## src/design/assert_macros.svh

```systemverilog
// ----------------------------------------------------------------------------
// Assertion macros
// Shared concurrent assertion forms, clocked on clk and disabled in reset.
// ----------------------------------------------------------------------------
`ifndef ASSERT_MACROS_SVH
`define ASSERT_MACROS_SVH

// The expression holds at every clock edge.
`define ASSERT_ALWAYS(lbl, expr, msg) \
	lbl: assert property (@(posedge clk) disable iff (!arst_n) (expr)) else $error(msg);

// The consequent holds in the same cycle as the antecedent.
`define ASSERT_IMPLY(lbl, ante, cons, msg) \
	lbl: assert property (@(posedge clk) disable iff (!arst_n) (ante) |-> (cons)) else $error(msg);

// The consequent holds in the cycle after the antecedent.
`define ASSERT_NEXT(lbl, ante, cons, msg) \
	lbl: assert property (@(posedge clk) disable iff (!arst_n) (ante) |=> (cons)) else $error(msg);

`endif

```

## src/design/mpsh_pkg.sv

```systemverilog
// ----------------------------------------------------------------------------
// mpsh_pkg
// Types and constants of the multi-position selector with hysteresis.
// ----------------------------------------------------------------------------
package mpsh_pkg;

	localparam int SAMPLE_W   = 16;
	localparam int POS_W      = 6;
	localparam int COUNT_W    = 7;
	localparam int FRAC_W     = 9;
	localparam int WIDTH_W    = 17;
	localparam int MUL_B_W    = 9;
	localparam int ACC_W      = 27;
	localparam int IDX_W      = 7;
	localparam int FRAC_SHIFT = 8;
	localparam int CFG_IDX_W  = 8;
	localparam int CFG_DATA_W = 16;
	localparam int S_TDATA_W  = 16;
	localparam int M_TDATA_W  = 8;

	localparam logic [COUNT_W-1:0] MAX_POSITIONS = 7'd64;
	localparam logic [FRAC_W-1:0]  FRAC_FULL     = 9'd256;

	localparam logic [SAMPLE_W-1:0] RANGE_LOW_RST  = 16'd0;
	localparam logic [SAMPLE_W-1:0] RANGE_HIGH_RST = 16'd1023;
	localparam logic [COUNT_W-1:0]  COUNT_RST      = 7'd4;
	localparam logic [FRAC_W-1:0]   FRAC_RST       = 9'd51;

	localparam logic [CFG_IDX_W-1:0] REG_RANGE_LOW  = 8'd0;
	localparam logic [CFG_IDX_W-1:0] REG_RANGE_HIGH = 8'd1;
	localparam logic [CFG_IDX_W-1:0] REG_COUNT      = 8'd2;
	localparam logic [CFG_IDX_W-1:0] REG_DEADZONE   = 8'd3;

	typedef enum logic [3:0] {
		ST_IDLE,
		ST_START,
		ST_GAP_WAIT,
		ST_MUL_GAP,
		ST_GAP_STORE,
		ST_BAND_START,
		ST_BAND_WAIT,
		ST_CHECK,
		ST_EDGE_BW,
		ST_EDGE_GW,
		ST_EDGE_TEST,
		ST_DONE
	} state_t;

	typedef struct packed {
		logic en;
		logic load;
		logic sub;
	} mac_op_t;

endpackage

```

## src/design/multi_position_selector_hysteresis.sv

```systemverilog
// ----------------------------------------------------------------------------
// multi_position_selector_hysteresis
// Maps each sample onto one of up to 64 selector positions with hysteresis.
// ----------------------------------------------------------------------------
// Each accepted sample gives one position. A sample that stays within the
// edges of the current band is resolved without a scan. When it leaves
// them, the band edges are worked out on one shared multiply-accumulate
// unit, position by position, and then the other edge of the band found.
// The first sample after reset or a configuration write first recomputes
// the band and deadzone widths on a serial divider of one bit per cycle,
// and then scans from the bottom. The block takes no sample while one is
// at work; a result waits in the output register and the next sample may
// be taken meanwhile. Configuration writes are always accepted out of
// reset and must only be made while the block is idle.
// ----------------------------------------------------------------------------
`include "assert_macros.svh"

module multi_position_selector_hysteresis (
	input  logic                                 clk,
	input  logic                                 arst_n,
	// s_tdata: sample [15:0]
	input  logic                                 s_tvalid,
	output logic                                 s_tready,
	input  logic [mpsh_pkg::S_TDATA_W-1:0]       s_tdata,
	// m_tdata: position [5:0], zero [7:6]
	output logic                                 m_tvalid,
	input  logic                                 m_tready,
	output logic [mpsh_pkg::M_TDATA_W-1:0]       m_tdata,
	input  logic                                 cfg_valid,
	output logic                                 cfg_ready,
	input  logic [mpsh_pkg::CFG_IDX_W-1:0]       cfg_index,
	input  logic [mpsh_pkg::CFG_DATA_W-1:0]      cfg_data
);

	localparam int SW    = mpsh_pkg::SAMPLE_W;
	localparam int WW    = mpsh_pkg::WIDTH_W;
	localparam int AW    = mpsh_pkg::ACC_W;
	localparam int CW    = mpsh_pkg::COUNT_W;
	localparam int IW    = mpsh_pkg::IDX_W;
	localparam int PW    = mpsh_pkg::POS_W;
	localparam int BW    = mpsh_pkg::MUL_B_W;
	localparam int SHIFT = mpsh_pkg::FRAC_SHIFT;

	mpsh_pkg::state_t state_q, state_d;

	logic signed [SW-1:0]        range_low_q, range_high_q;
	logic [CW-1:0]               count_q;
	logic [mpsh_pkg::FRAC_W-1:0] frac_q;
	logic                        needs_q;

	logic signed [SW-1:0] s_q, ble_q, bhe_q;
	logic [PW-1:0]        cur_q, out_pos_q;
	logic [IW-1:0]        idx_q;
	logic                 dir_up_q, fetch_q, rel_q;
	logic [WW-1:0]        band_q, gap_q;
	logic                 m_tvalid_q;

	logic signed [SW-1:0]        lo_w, hi_w, s_in, s_clamp, edge_w;
	logic [CW-1:0]               n_eff, gaps_w;
	logic [mpsh_pkg::FRAC_W-1:0] frac_eff;
	logic [WW-1:0]               total_w, budget_w, gap_new;
	logic signed [AW-1:0]        lo_ext, hi_ext, acc_w;
	logic                        edge_upper, s_above, s_below, out_free, go_up;
	logic [IW-1:0]               idx_inc, idx_dec, b_bw, b_gw, up_start;

	mpsh_pkg::mac_op_t    mac_op;
	logic signed [AW-1:0] mac_base;
	logic [WW-1:0]        mac_a;
	logic [BW-1:0]        mac_b;

	logic          div_start, div_busy, div_done;
	logic [WW-1:0] div_dividend, div_quot;
	logic [CW-1:0] div_divisor;

	// Configuration derived values
	always_comb begin
		if (range_low_q < range_high_q) begin
			lo_w = range_low_q;
			hi_w = range_high_q;
		end else begin
			lo_w = range_high_q;
			hi_w = range_low_q;
		end
		if (count_q == '0) begin
			n_eff = CW'(1);
		end else if (count_q > mpsh_pkg::MAX_POSITIONS) begin
			n_eff = mpsh_pkg::MAX_POSITIONS;
		end else begin
			n_eff = count_q;
		end
		frac_eff = (frac_q > mpsh_pkg::FRAC_FULL) ? mpsh_pkg::FRAC_FULL : frac_q;
	end

	assign gaps_w   = n_eff - CW'(1);
	assign total_w  = {hi_w[SW-1], hi_w} - {lo_w[SW-1], lo_w};
	assign budget_w = (total_w > {{(WW - CW){1'b0}}, n_eff}) ?
		(total_w - {{(WW - CW){1'b0}}, n_eff}) : '0;
	assign lo_ext   = {{(AW - SW){lo_w[SW-1]}}, lo_w};
	assign hi_ext   = {{(AW - SW){hi_w[SW-1]}}, hi_w};
	assign gap_new  = acc_w[SHIFT +: WW];

	assign s_in    = signed'(s_tdata[SW-1:0]);
	assign s_clamp = (s_in < lo_w) ? lo_w : ((s_in > hi_w) ? hi_w : s_in);

	assign edge_w = (acc_w < lo_ext) ? lo_w : ((acc_w > hi_ext) ? hi_w : acc_w[SW-1:0]);

	assign edge_upper = dir_up_q ^ fetch_q;
	assign idx_inc    = idx_q + IW'(1);
	assign idx_dec    = idx_q - IW'(1);
	assign b_bw       = edge_upper ? idx_inc : idx_q;
	assign b_gw       = edge_upper ? idx_inc : ((idx_q != '0) ? idx_dec : '0);
	assign s_above    = s_q > edge_w;
	assign s_below    = s_q < edge_w;
	assign out_free   = !m_tvalid_q || m_tready;
	assign go_up      = !rel_q || (s_q > bhe_q);
	assign up_start   = rel_q ? {1'b0, cur_q} : '0;

	mpsh_mac u_mac (
		.clk   (clk),
		.op    (mac_op),
		.base  (mac_base),
		.mul_a (mac_a),
		.mul_b (mac_b),
		.acc   (acc_w)
	);

	mpsh_div u_div (
		.clk      (clk),
		.arst_n   (arst_n),
		.start    (div_start),
		.dividend (div_dividend),
		.divisor  (div_divisor),
		.busy     (div_busy),
		.done     (div_done),
		.quotient (div_quot)
	);

	always_ff @(posedge clk or negedge arst_n) begin
		if (!arst_n) begin
			state_q <= mpsh_pkg::ST_IDLE;
		end else begin
			state_q <= state_d;
		end
	end

	always_comb begin
		state_d      = state_q;
		mac_op       = '0;
		mac_base     = '0;
		mac_a        = '0;
		mac_b        = '0;
		div_start    = 1'b0;
		div_dividend = budget_w;
		div_divisor  = gaps_w;
		unique case (state_q)
			mpsh_pkg::ST_IDLE: begin
				if (s_tvalid) begin
					state_d = needs_q ? mpsh_pkg::ST_START : mpsh_pkg::ST_CHECK;
				end
			end
			mpsh_pkg::ST_START: begin
				div_start = n_eff > CW'(1);
				state_d   = mpsh_pkg::ST_GAP_WAIT;
			end
			mpsh_pkg::ST_GAP_WAIT: begin
				if ((n_eff == CW'(1)) || div_done) begin
					state_d = mpsh_pkg::ST_MUL_GAP;
				end
			end
			mpsh_pkg::ST_MUL_GAP: begin
				mac_op  = '{en: 1'b1, load: 1'b1, sub: 1'b0};
				mac_a   = (n_eff > CW'(1)) ? div_quot : '0;
				mac_b   = frac_eff;
				state_d = mpsh_pkg::ST_GAP_STORE;
			end
			mpsh_pkg::ST_GAP_STORE: begin
				mac_op   = '{en: 1'b1, load: 1'b1, sub: 1'b1};
				mac_base = {{(AW - WW){1'b0}}, total_w};
				mac_a    = gap_new;
				mac_b    = {{(BW - CW){1'b0}}, gaps_w};
				state_d  = mpsh_pkg::ST_BAND_START;
			end
			mpsh_pkg::ST_BAND_START: begin
				div_start    = 1'b1;
				div_dividend = acc_w[WW-1:0];
				div_divisor  = n_eff;
				state_d      = mpsh_pkg::ST_BAND_WAIT;
			end
			mpsh_pkg::ST_BAND_WAIT: begin
				if (div_done) begin
					state_d = mpsh_pkg::ST_CHECK;
				end
			end
			mpsh_pkg::ST_CHECK: begin
				if (go_up) begin
					state_d = (up_start >= n_eff) ? mpsh_pkg::ST_DONE : mpsh_pkg::ST_EDGE_BW;
				end else if (s_q < ble_q) begin
					state_d = mpsh_pkg::ST_EDGE_BW;
				end else begin
					state_d = mpsh_pkg::ST_DONE;
				end
			end
			mpsh_pkg::ST_EDGE_BW: begin
				mac_op   = '{en: 1'b1, load: 1'b1, sub: 1'b0};
				mac_base = lo_ext;
				mac_a    = band_q;
				mac_b    = {{(BW - IW){1'b0}}, b_bw};
				state_d  = mpsh_pkg::ST_EDGE_GW;
			end
			mpsh_pkg::ST_EDGE_GW: begin
				mac_op  = '{en: 1'b1, load: 1'b0, sub: 1'b0};
				mac_a   = gap_q;
				mac_b   = {{(BW - IW){1'b0}}, b_gw};
				state_d = mpsh_pkg::ST_EDGE_TEST;
			end
			mpsh_pkg::ST_EDGE_TEST: begin
				state_d = mpsh_pkg::ST_EDGE_BW;
				if (fetch_q) begin
					state_d = mpsh_pkg::ST_DONE;
				end else if (dir_up_q) begin
					if (s_above && (idx_inc >= n_eff)) begin
						state_d = mpsh_pkg::ST_DONE;
					end
				end else if (s_below && (idx_q == '0)) begin
					state_d = mpsh_pkg::ST_DONE;
				end
			end
			mpsh_pkg::ST_DONE: begin
				if (out_free) begin
					state_d = mpsh_pkg::ST_IDLE;
				end
			end
			default: begin
				state_d = mpsh_pkg::ST_IDLE;
			end
		endcase
	end

	always_ff @(posedge clk or negedge arst_n) begin
		if (!arst_n) begin
			range_low_q  <= signed'(mpsh_pkg::RANGE_LOW_RST);
			range_high_q <= signed'(mpsh_pkg::RANGE_HIGH_RST);
			count_q      <= mpsh_pkg::COUNT_RST;
			frac_q       <= mpsh_pkg::FRAC_RST;
			needs_q      <= 1'b1;
			cur_q        <= '0;
			ble_q        <= '0;
			bhe_q        <= '0;
			band_q       <= '0;
			gap_q        <= '0;
			idx_q        <= '0;
			dir_up_q     <= 1'b0;
			fetch_q      <= 1'b0;
			rel_q        <= 1'b0;
			m_tvalid_q   <= 1'b0;
		end else begin
			case (state_q)
				mpsh_pkg::ST_IDLE: begin
					if (s_tvalid) begin
						rel_q <= !needs_q;
					end
				end
				mpsh_pkg::ST_GAP_STORE: begin
					gap_q <= gap_new;
				end
				mpsh_pkg::ST_BAND_WAIT: begin
					if (div_done) begin
						band_q <= div_quot;
					end
				end
				mpsh_pkg::ST_CHECK: begin
					fetch_q <= 1'b0;
					if (go_up) begin
						dir_up_q <= 1'b1;
						idx_q    <= up_start;
					end else begin
						dir_up_q <= 1'b0;
						idx_q    <= {1'b0, cur_q};
					end
				end
				mpsh_pkg::ST_EDGE_TEST: begin
					if (fetch_q) begin
						if (dir_up_q) begin
							ble_q <= edge_w;
						end else begin
							bhe_q <= edge_w;
						end
					end else if (dir_up_q) begin
						if (s_above) begin
							idx_q <= idx_inc;
						end else begin
							cur_q   <= idx_q[PW-1:0];
							bhe_q   <= edge_w;
							fetch_q <= 1'b1;
						end
					end else begin
						if (s_below) begin
							if (idx_q != '0) begin
								idx_q <= idx_dec;
							end
						end else begin
							cur_q   <= idx_q[PW-1:0];
							ble_q   <= edge_w;
							fetch_q <= 1'b1;
						end
					end
				end
				default: begin
				end
			endcase

			if ((state_q == mpsh_pkg::ST_DONE) && out_free) begin
				m_tvalid_q <= 1'b1;
			end else if (m_tvalid_q && m_tready) begin
				m_tvalid_q <= 1'b0;
			end

			if (cfg_valid && (cfg_index <= mpsh_pkg::REG_DEADZONE)) begin
				needs_q <= 1'b1;
			end else if ((state_q == mpsh_pkg::ST_BAND_WAIT) && div_done) begin
				needs_q <= 1'b0;
			end

			if (cfg_valid) begin
				unique case (cfg_index)
					mpsh_pkg::REG_RANGE_LOW: begin
						range_low_q <= signed'(cfg_data[SW-1:0]);
					end
					mpsh_pkg::REG_RANGE_HIGH: begin
						range_high_q <= signed'(cfg_data[SW-1:0]);
					end
					mpsh_pkg::REG_COUNT: begin
						count_q <= cfg_data[CW-1:0];
					end
					mpsh_pkg::REG_DEADZONE: begin
						frac_q <= cfg_data[mpsh_pkg::FRAC_W-1:0];
					end
					default: begin
					end
				endcase
			end
		end
	end

	always_ff @(posedge clk) begin
		if ((state_q == mpsh_pkg::ST_IDLE) && s_tvalid) begin
			s_q <= s_clamp;
		end
		if ((state_q == mpsh_pkg::ST_DONE) && out_free) begin
			out_pos_q <= cur_q;
		end
	end

	assign s_tready  = arst_n && (state_q == mpsh_pkg::ST_IDLE);
	assign cfg_ready = arst_n;
	assign m_tvalid  = m_tvalid_q;
	assign m_tdata   = {{(mpsh_pkg::M_TDATA_W - PW){1'b0}}, out_pos_q};

	`ASSERT_IMPLY(a_div_start_idle, div_start, !div_busy, "divider started while busy")
	`ASSERT_IMPLY(a_scan_widths_ready, state_q == mpsh_pkg::ST_EDGE_BW, !needs_q,
		"scan before widths recomputed")
	`ASSERT_IMPLY(a_up_index_in_range,
		(state_q == mpsh_pkg::ST_EDGE_BW) && dir_up_q && !fetch_q, idx_q < n_eff,
		"upward scan index beyond count")
	`ASSERT_IMPLY(a_sample_clamped, state_q == mpsh_pkg::ST_EDGE_TEST,
		(s_q >= lo_w) && (s_q <= hi_w), "held sample outside range")
	`ASSERT_NEXT(a_result_loaded, (state_q == mpsh_pkg::ST_DONE) && out_free, m_tvalid_q,
		"finished result not presented")

endmodule

```

## src/design/mpsh_div.sv

```systemverilog
// ----------------------------------------------------------------------------
// mpsh_div
// Serial restoring divider, one quotient bit per cycle.
// ----------------------------------------------------------------------------
module mpsh_div (
	input  logic                               clk,
	input  logic                               arst_n,
	input  logic                               start,
	input  logic [mpsh_pkg::WIDTH_W-1:0]       dividend,
	input  logic [mpsh_pkg::COUNT_W-1:0]       divisor,
	output logic                               busy,
	output logic                               done,
	output logic [mpsh_pkg::WIDTH_W-1:0]       quotient
);

	localparam int CNT_W = $clog2(mpsh_pkg::WIDTH_W);

	logic [mpsh_pkg::WIDTH_W-1:0] quo_q;
	logic [mpsh_pkg::COUNT_W-1:0] rem_q;
	logic [mpsh_pkg::COUNT_W-1:0] div_q;
	logic [CNT_W-1:0]             cnt_q;
	logic                         busy_q;
	logic                         done_q;
	logic [mpsh_pkg::COUNT_W:0]   rem_sh;
	logic                         ge;
	logic [mpsh_pkg::COUNT_W:0]   rem_sub;

	assign rem_sh  = {rem_q, quo_q[mpsh_pkg::WIDTH_W-1]};
	assign ge      = rem_sh >= {1'b0, div_q};
	assign rem_sub = rem_sh - {1'b0, div_q};

	always_ff @(posedge clk or negedge arst_n) begin
		if (!arst_n) begin
			busy_q <= 1'b0;
			done_q <= 1'b0;
			cnt_q  <= '0;
		end else begin
			done_q <= 1'b0;
			if (start) begin
				busy_q <= 1'b1;
				cnt_q  <= CNT_W'(mpsh_pkg::WIDTH_W - 1);
			end else if (busy_q) begin
				if (cnt_q == '0) begin
					busy_q <= 1'b0;
					done_q <= 1'b1;
				end else begin
					cnt_q <= cnt_q - 1'b1;
				end
			end
		end
	end

	always_ff @(posedge clk) begin
		if (start) begin
			quo_q <= dividend;
			rem_q <= '0;
			div_q <= divisor;
		end else if (busy_q) begin
			quo_q <= {quo_q[mpsh_pkg::WIDTH_W-2:0], ge};
			rem_q <= ge ? rem_sub[mpsh_pkg::COUNT_W-1:0] : rem_sh[mpsh_pkg::COUNT_W-1:0];
		end
	end

	assign busy     = busy_q;
	assign done     = done_q;
	assign quotient = quo_q;

endmodule

```

## src/design/mpsh_mac.sv

```systemverilog
// ----------------------------------------------------------------------------
// mpsh_mac
// Shared multiply-accumulate unit used for the widths and the band edges.
// ----------------------------------------------------------------------------
module mpsh_mac (
	input  logic                                clk,
	input  mpsh_pkg::mac_op_t                   op,
	input  logic signed [mpsh_pkg::ACC_W-1:0]   base,
	input  logic [mpsh_pkg::WIDTH_W-1:0]        mul_a,
	input  logic [mpsh_pkg::MUL_B_W-1:0]        mul_b,
	output logic signed [mpsh_pkg::ACC_W-1:0]   acc
);

	localparam int PROD_W = mpsh_pkg::WIDTH_W + mpsh_pkg::MUL_B_W;

	logic [PROD_W-1:0]                 prod;
	logic signed [mpsh_pkg::ACC_W-1:0] term;
	logic signed [mpsh_pkg::ACC_W-1:0] start_val;
	logic signed [mpsh_pkg::ACC_W-1:0] acc_q;

	assign prod      = mul_a * mul_b;
	assign term      = signed'({{(mpsh_pkg::ACC_W - PROD_W){1'b0}}, prod});
	assign start_val = op.load ? base : acc_q;

	always_ff @(posedge clk) begin
		if (op.en) begin
			acc_q <= op.sub ? (start_val - term) : (start_val + term);
		end
	end

	assign acc = acc_q;

endmodule
```

## config.mk

```make
export PLATFORM = sky130hd
export DESIGN_NAME = multi_position_selector_hysteresis
export DESIGN_NICKNAME = d
export VERILOG_FILES = /design/src/design/mpsh_pkg.sv /design/src/design/multi_position_selector_hysteresis.sv /design/src/design/mpsh_div.sv /design/src/design/mpsh_mac.sv
export VERILOG_INCLUDE_DIRS = /design/src /design/src/design
export SDC_FILE = /design/constraint.sdc
export NUM_CORES = 1
export LEC_CHECK = 0
export BUFFER_PORTS_ARGS = -buffer_cell sky130_fd_sc_hd__buf_2
export CAP_MARGIN = 20
export CORE_UTILIZATION = 70
export CTS_BUF_LIST = sky130_fd_sc_hd__clkbuf_16
export DETAILED_ROUTE_END_ITERATION = 16
export GPL_TIMING_DRIVEN = 0
export HOLD_SLACK_MARGIN = 0.1
export PLACE_DENSITY = 0.85
export SLEW_MARGIN = 10
export SYNTH_ARGS = -nofsm -noshare
export SYNTH_HDL_FRONTEND = slang
export SYNTH_SLANG_ARGS = --single-unit
```

## constraint.sdc

```tcl
create_clock -name clk -period 17.5 [get_ports clk]
set_clock_uncertainty 0.05 [all_clocks]
set_input_delay 0.875 -clock clk [delete_from_list [all_inputs] [get_ports clk]]
set_output_delay 0.875 -clock clk [all_outputs]
set_load 0.005 [all_outputs]
```

==> impl_metrics.prom <==
# TYPE chip_impl_metric gauge
chip_impl_info{name="outcome",value="completed"} 1
chip_impl_metric{name="worst-path-max-fanout",unit=""} 13
chip_impl_metric{name="clk_latency",unit="ns"} 0.56
chip_impl_metric{name="post-dp-hpwl",unit="um"} 54260
chip_impl_metric{name="tcrit_tclk_final",unit=""} 0.6662
chip_impl_metric{name="post_route_cells_drive_above_1_share",unit=""} 0.09265
chip_impl_metric{name="grt_max_degree",unit=""} 97
chip_impl_metric{name="routed_via_density",unit=""} 6.543
chip_impl_metric{name="die_w",unit="um"} 183.0
chip_impl_metric{name="critical_path_arrival",unit="ns"} 12.02
chip_impl_metric{name="power.ir.vdd_worst",unit="mV"} 0.4689
chip_impl_info{name="critPathMostFrequentCell",value="sky130_fd_sc_hd__o21ai_0"} 1
chip_impl_info{name="main_combinational_cell_family_by_area_after_synthesis",value="adder cells"} 1
chip_impl_metric{name="cts.reportedPaths.clkPinSlew",unit="ns"} 0.06
chip_impl_metric{name="grt_antenna_before_repair",unit=""} 0
chip_impl_metric{name="ys.warnings.count",unit=""} 0
chip_impl_info{name="critPathCapture",value="idx_q[1]"} 1
chip_impl_metric{name="max_cap_violations",unit=""} 0
chip_impl_metric{name="numCtsBuffers",unit=""} 25
chip_impl_info{name="worst_path_dominant_cell_family",value="compound AO/OA/AOI/OAI gates"} 1
chip_impl_metric{name="maxSlewViolCount",unit=""} 0
chip_impl_metric{name="cts.hold.buffers_added",unit=""} 0
chip_impl_metric{name="global_router_s_overall_resource_usage",unit=""} 0.4151
chip_impl_metric{name="clock_sinks",unit=""} 223
chip_impl_metric{name="finalSetupTns",unit="ns"} 0
chip_impl_metric{name="ys_async_sr_fraction",unit=""} 0.6413
chip_impl_info{name="cts_tree",value="done"} 1
chip_impl_metric{name="detailedRoute.firstIterationViolations",unit=""} 2340
chip_impl_metric{name="final_cell_count_without_fillers",unit=""} 3144
chip_impl_info{name="cts_root_buf",value="sky130_fd_sc_hd__clkbuf_16"} 1
chip_impl_metric{name="wl",unit="um"} 68860
chip_impl_metric{name="postCtsSetupBuffers",unit=""} 0
chip_impl_metric{name="boundaryPins",unit=""} 56
chip_impl_metric{name="n_antenna_cell",unit=""} 0
chip_impl_info{name="timing.critical_path.from",value="range_high_q[7]"} 1
chip_impl_metric{name="layout.area.seq",unit="mm2"} 0.005931
chip_impl_metric{name="path_depth",unit=""} 35
chip_impl_metric{name="num-nets-final",unit=""} 3102
chip_impl_info{name="hold_path_class",value="input pin to async pin"} 1
chip_impl_metric{name="final-setup-viol-count",unit=""} 0
chip_impl_metric{name="proportion_of_synthesized_area_in_mux_cells",unit=""} 0.06959
chip_impl_metric{name="dieArea",unit="mm2"} 0.03350
chip_impl_info{name="timing.rr.start",value="range_high_q[7]"} 1
chip_impl_metric{name="ctsLongestPathBuffers",unit=""} 3
chip_impl_metric{name="power_density",unit="mW/mm2"} 192.2
chip_impl_metric{name="ys_seq_elements",unit=""} 223
chip_impl_metric{name="multi_input_gate_area_in_the_final_layout",unit="mm2"} 0.01569
chip_impl_metric{name="timing.critical_path.buf_inv",unit=""} 6
chip_impl_metric{name="synth-xor-area-share",unit=""} 0.04276
chip_impl_metric{name="synth_cell_area",unit="mm2"} 0.02294
chip_impl_metric{name="power_leakage",unit="nW"} 11.49
chip_impl_metric{name="cts.htree.levels",unit=""} 1
chip_impl_metric{name="cts_resized",unit=""} 0
chip_impl_metric{name="row_count",unit=""} 65
chip_impl_metric{name="postRouteAntennaNets",unit=""} 0
chip_impl_metric{name="worst_r2r_path_depth",unit=""} 35
chip_impl_metric{name="layout-area-overhead-vs-synth",unit="%"} 7.379
chip_impl_info{name="crit_path_start_kind",value="flop"} 1
chip_impl_info{name="timing.critical_path.to_type",value="flop"} 1
chip_impl_metric{name="cp_data_required_time",unit="ns"} 17.86
chip_impl_metric{name="core_region_area",unit="mm2"} 0.03188
chip_impl_metric{name="gpl.final_weighted_congestion",unit=""} 1.018
chip_impl_metric{name="grt-ovfl-total",unit=""} 0
chip_impl_metric{name="synthesized_netlist_cell_count",unit=""} 2601
chip_impl_metric{name="post_synth_edffs",unit=""} 73
chip_impl_metric{name="timing.max_slew.rel_slack",unit=""} 0.1669
chip_impl_metric{name="adder_and_majority_cell_fraction_of_the_synthesized_area",unit=""} 0.2358
chip_impl_metric{name="drt-wirelength-per-cell",unit="um"} 21.90
chip_impl_metric{name="final_hold_viol_count",unit=""} 0
chip_impl_info{name="cell_accounting_for_the_most_synthesized_area",value="sky130_fd_sc_hd__ha_1"} 1
chip_impl_metric{name="max_freq",unit="GHz"} 0.08577
chip_impl_metric{name="grt_pass1_wl",unit="um"} 107400
chip_impl_metric{name="finalWorstPathRequiredPeriod",unit="ns"} 11.66
chip_impl_metric{name="design_power_total",unit="mW"} 4.735
chip_impl_metric{name="placement.io_buffers",unit=""} 53
chip_impl_metric{name="synthesis.area_per_instance",unit="um2"} 8.820
chip_impl_metric{name="grt_pass1_vias",unit=""} 20045
chip_impl_metric{name="synth-compound-area-share",unit=""} 0.1642
chip_impl_info{name="criticalPathCategory",value="flop to flop"} 1
chip_impl_info{name="cells_taking_the_most_area_after_synthesis",value="sky130_fd_sc_hd__ha_1 14%, sky130_fd_sc_hd__dfrtp_1 14%, sky130_fd_sc_hd__edfxtp_1 9.6%, sky130_fd_sc_hd__fa_1 9.5%, sky130_fd_sc_hd__nand2_1 5.3%"} 1
chip_impl_metric{name="filler_cell_count",unit=""} 2309
chip_impl_info{name="synth_top_flop_cell",value="sky130_fd_sc_hd__dfrtp_1"} 1
chip_impl_metric{name="drc",unit=""} 0
chip_impl_info{name="grt_setup_unrepaired",value="no"} 1
chip_impl_metric{name="chipHeight",unit="um"} 183.0
chip_impl_metric{name="yosys.cell_types.count",unit=""} 93
chip_impl_metric{name="dpl.cell_count",unit=""} 3096
chip_impl_metric{name="worst_case_register_to_register_setup_slack",unit="ns"} 5.84
chip_impl_metric{name="netlist.area_leader.share",unit=""} 0.1407
chip_impl_metric{name="critical-path-max-stage-delay",unit="ns"} 1.02
chip_impl_info{name="regToRegEndpoint",value="idx_q[1]"} 1
chip_impl_metric{name="sequential_fraction_of_the_synthesis_area",unit=""} 0.2585
chip_impl_metric{name="num_vias",unit=""} 20570
chip_impl_info{name="timing.critical_path.slowest_stage_cell",value="sky130_fd_sc_hd__o21ai_0"} 1
chip_impl_metric{name="drt_first_pass_iters",unit=""} 6
chip_impl_metric{name="synth_simple_gate_area_share",unit=""} 0.1702
chip_impl_metric{name="tightest_slew",unit="ns"} 1.237
chip_impl_metric{name="initial_utilization",unit=""} 0.7196
==> final cells by class <==
| class | instances | area share |
|---|---|---|
| clock buffers | 25 | 0.02540 |
| flip-flops and latches | 223 | 0.2408 |
| plain buffers | 78 | 0.01382 |
| inverters | 268 | 0.04084 |
| multi-input cells | 2033 | 0.6371 |
| clock inverters | 21 | 0.004825 |
| well taps | 435 | 0.02209 |
| repair buffers | 61 | 0.01519 |
==> layer usage <==
layer | GRT usage | up-vias | wire length [um]
met5 | 0 | - | 0
met1 | 0.5375 | 9825 | 26930
met4 | 0.1987 | 0 | 3898
met2 | 0.6605 | 1196 | 30750
li1 | - | 9273 | -
met3 | 0.09273 | 276 | 7281
==> synthesized netlist by cell type, types with 39 or more instances <==
| cell | number |
|---|---|
| sky130_fd_sc_hd__a21o_1 | 60 |
| sky130_fd_sc_hd__edfxtp_1 | 73 |
| sky130_fd_sc_hd__nor2b_1 | 54 |
| sky130_fd_sc_hd__o21ai_0 | 147 |
| sky130_fd_sc_hd__mux2i_1 | 59 |
| sky130_fd_sc_hd__nand2b_1 | 43 |
| sky130_fd_sc_hd__xor2_1 | 39 |
| sky130_fd_sc_hd__nor2_1 | 195 |
| sky130_fd_sc_hd__fa_1 | 109 |
| sky130_fd_sc_hd__dfrtp_1 | 127 |
| sky130_fd_sc_hd__nand2_1 | 321 |
| sky130_fd_sc_hd__clkbuf_1 | 60 |
| sky130_fd_sc_hd__ha_1 | 258 |
| sky130_fd_sc_hd__xnor2_1 | 73 |
| sky130_fd_sc_hd__inv_1 | 268 |
| sky130_fd_sc_hd__mux2_2 | 87 |
| sky130_fd_sc_hd__a21oi_1 | 162 |
==> registers in the layout, summed over array words and instances (netlist names), 4 cells and up <==
register,flops
state_q,4
u_div.div_q,7
count_q,7
u_div.quotient,17
u_div.cnt_q,5
frac_q,9
band_q,17
out_pos_q,6
u_div.rem_q,7
ble_q,16
gap_q,17
range_low_q,16
idx_q,7
range_high_q,16
cur_q,6
u_mac.acc,27
s_q,16
bhe_q,16
==> cells by family after synthesis <==
family / Yosys count
AND/OR/NAND/NOR: 828
flip-flops: 223
buffers and inverters: 346
multiplexers: 148
AO/OA/AOI/OAI: 576
XOR/XNOR: 112
other: 1
adder cells (fa/ha/maj): 367
==> through the flow <==
step	util	worst slack [ns]	cell area, um2	hold WS [ns]
floorplan	-	7.796	22940	0.3852
global placement	0.7451	5.167	23750	0.4013
detailed placement	0.7489	6.274	23880	0.4020
CTS	0.7723	6.206	24620	0.1818
global route	0.7727	5.542	24630	0.1942
finish	0.7727	5.841	24630	0.1742
==> power by group <==
group | total (mW) | internal (mW) | leakage (nW) | switching, mW
clock network | 0.496 | 0.263 | 0.393 | 0.233
registers | 1.04 | 0.845 | 2.61 | 0.196
logic | 3.20 | 1.30 | 8.48 | 1.90
total | 4.74 | 2.41 | 11.5 | 2.32
==> placed cells by master, fill, tap and decap left out, drive strengths merged, types with 9 or more instances in the layout <==
cell type and n:
a21o 60, buf 76, a31oi 11, clkbuf 88, inv 277, nor2 195
and4 12, a221o 15, a211oi 19, nand3 35, mux2 89, dfstp 16
dfrtp 127, edfxtp 73, o211ai 19, and3 26, and2 20, o21bai 9
o21ai 159, mux2i 59, or3 13, o22ai 13, fa 109, nand4 33
nand2b 43, nor2b 54, xnor2 73, a21oi 163, xor2 39, ha 258
clkinv 11, nor3 36, nand2 321, a22oi 11, o21a 20
==> worst min-delay path by stage <==
| stage | start | to | cells past startpoint |
|---|---|---|---|
| after detailed placement | cur_q[5] | out_pos_q[5] | 0 |
| final | arst_n | bhe_q[8] | 1 |
| after global placement | cur_q[5] | out_pos_q[5] | 0 |
| after global routing | arst_n | bhe_q[8] | 1 |
| after CTS | arst_n | bhe_q[9] | 1 |
| after floorplan | cur_q[1] | out_pos_q[1] | 0 |
Power figures use the tool's default switching activity.
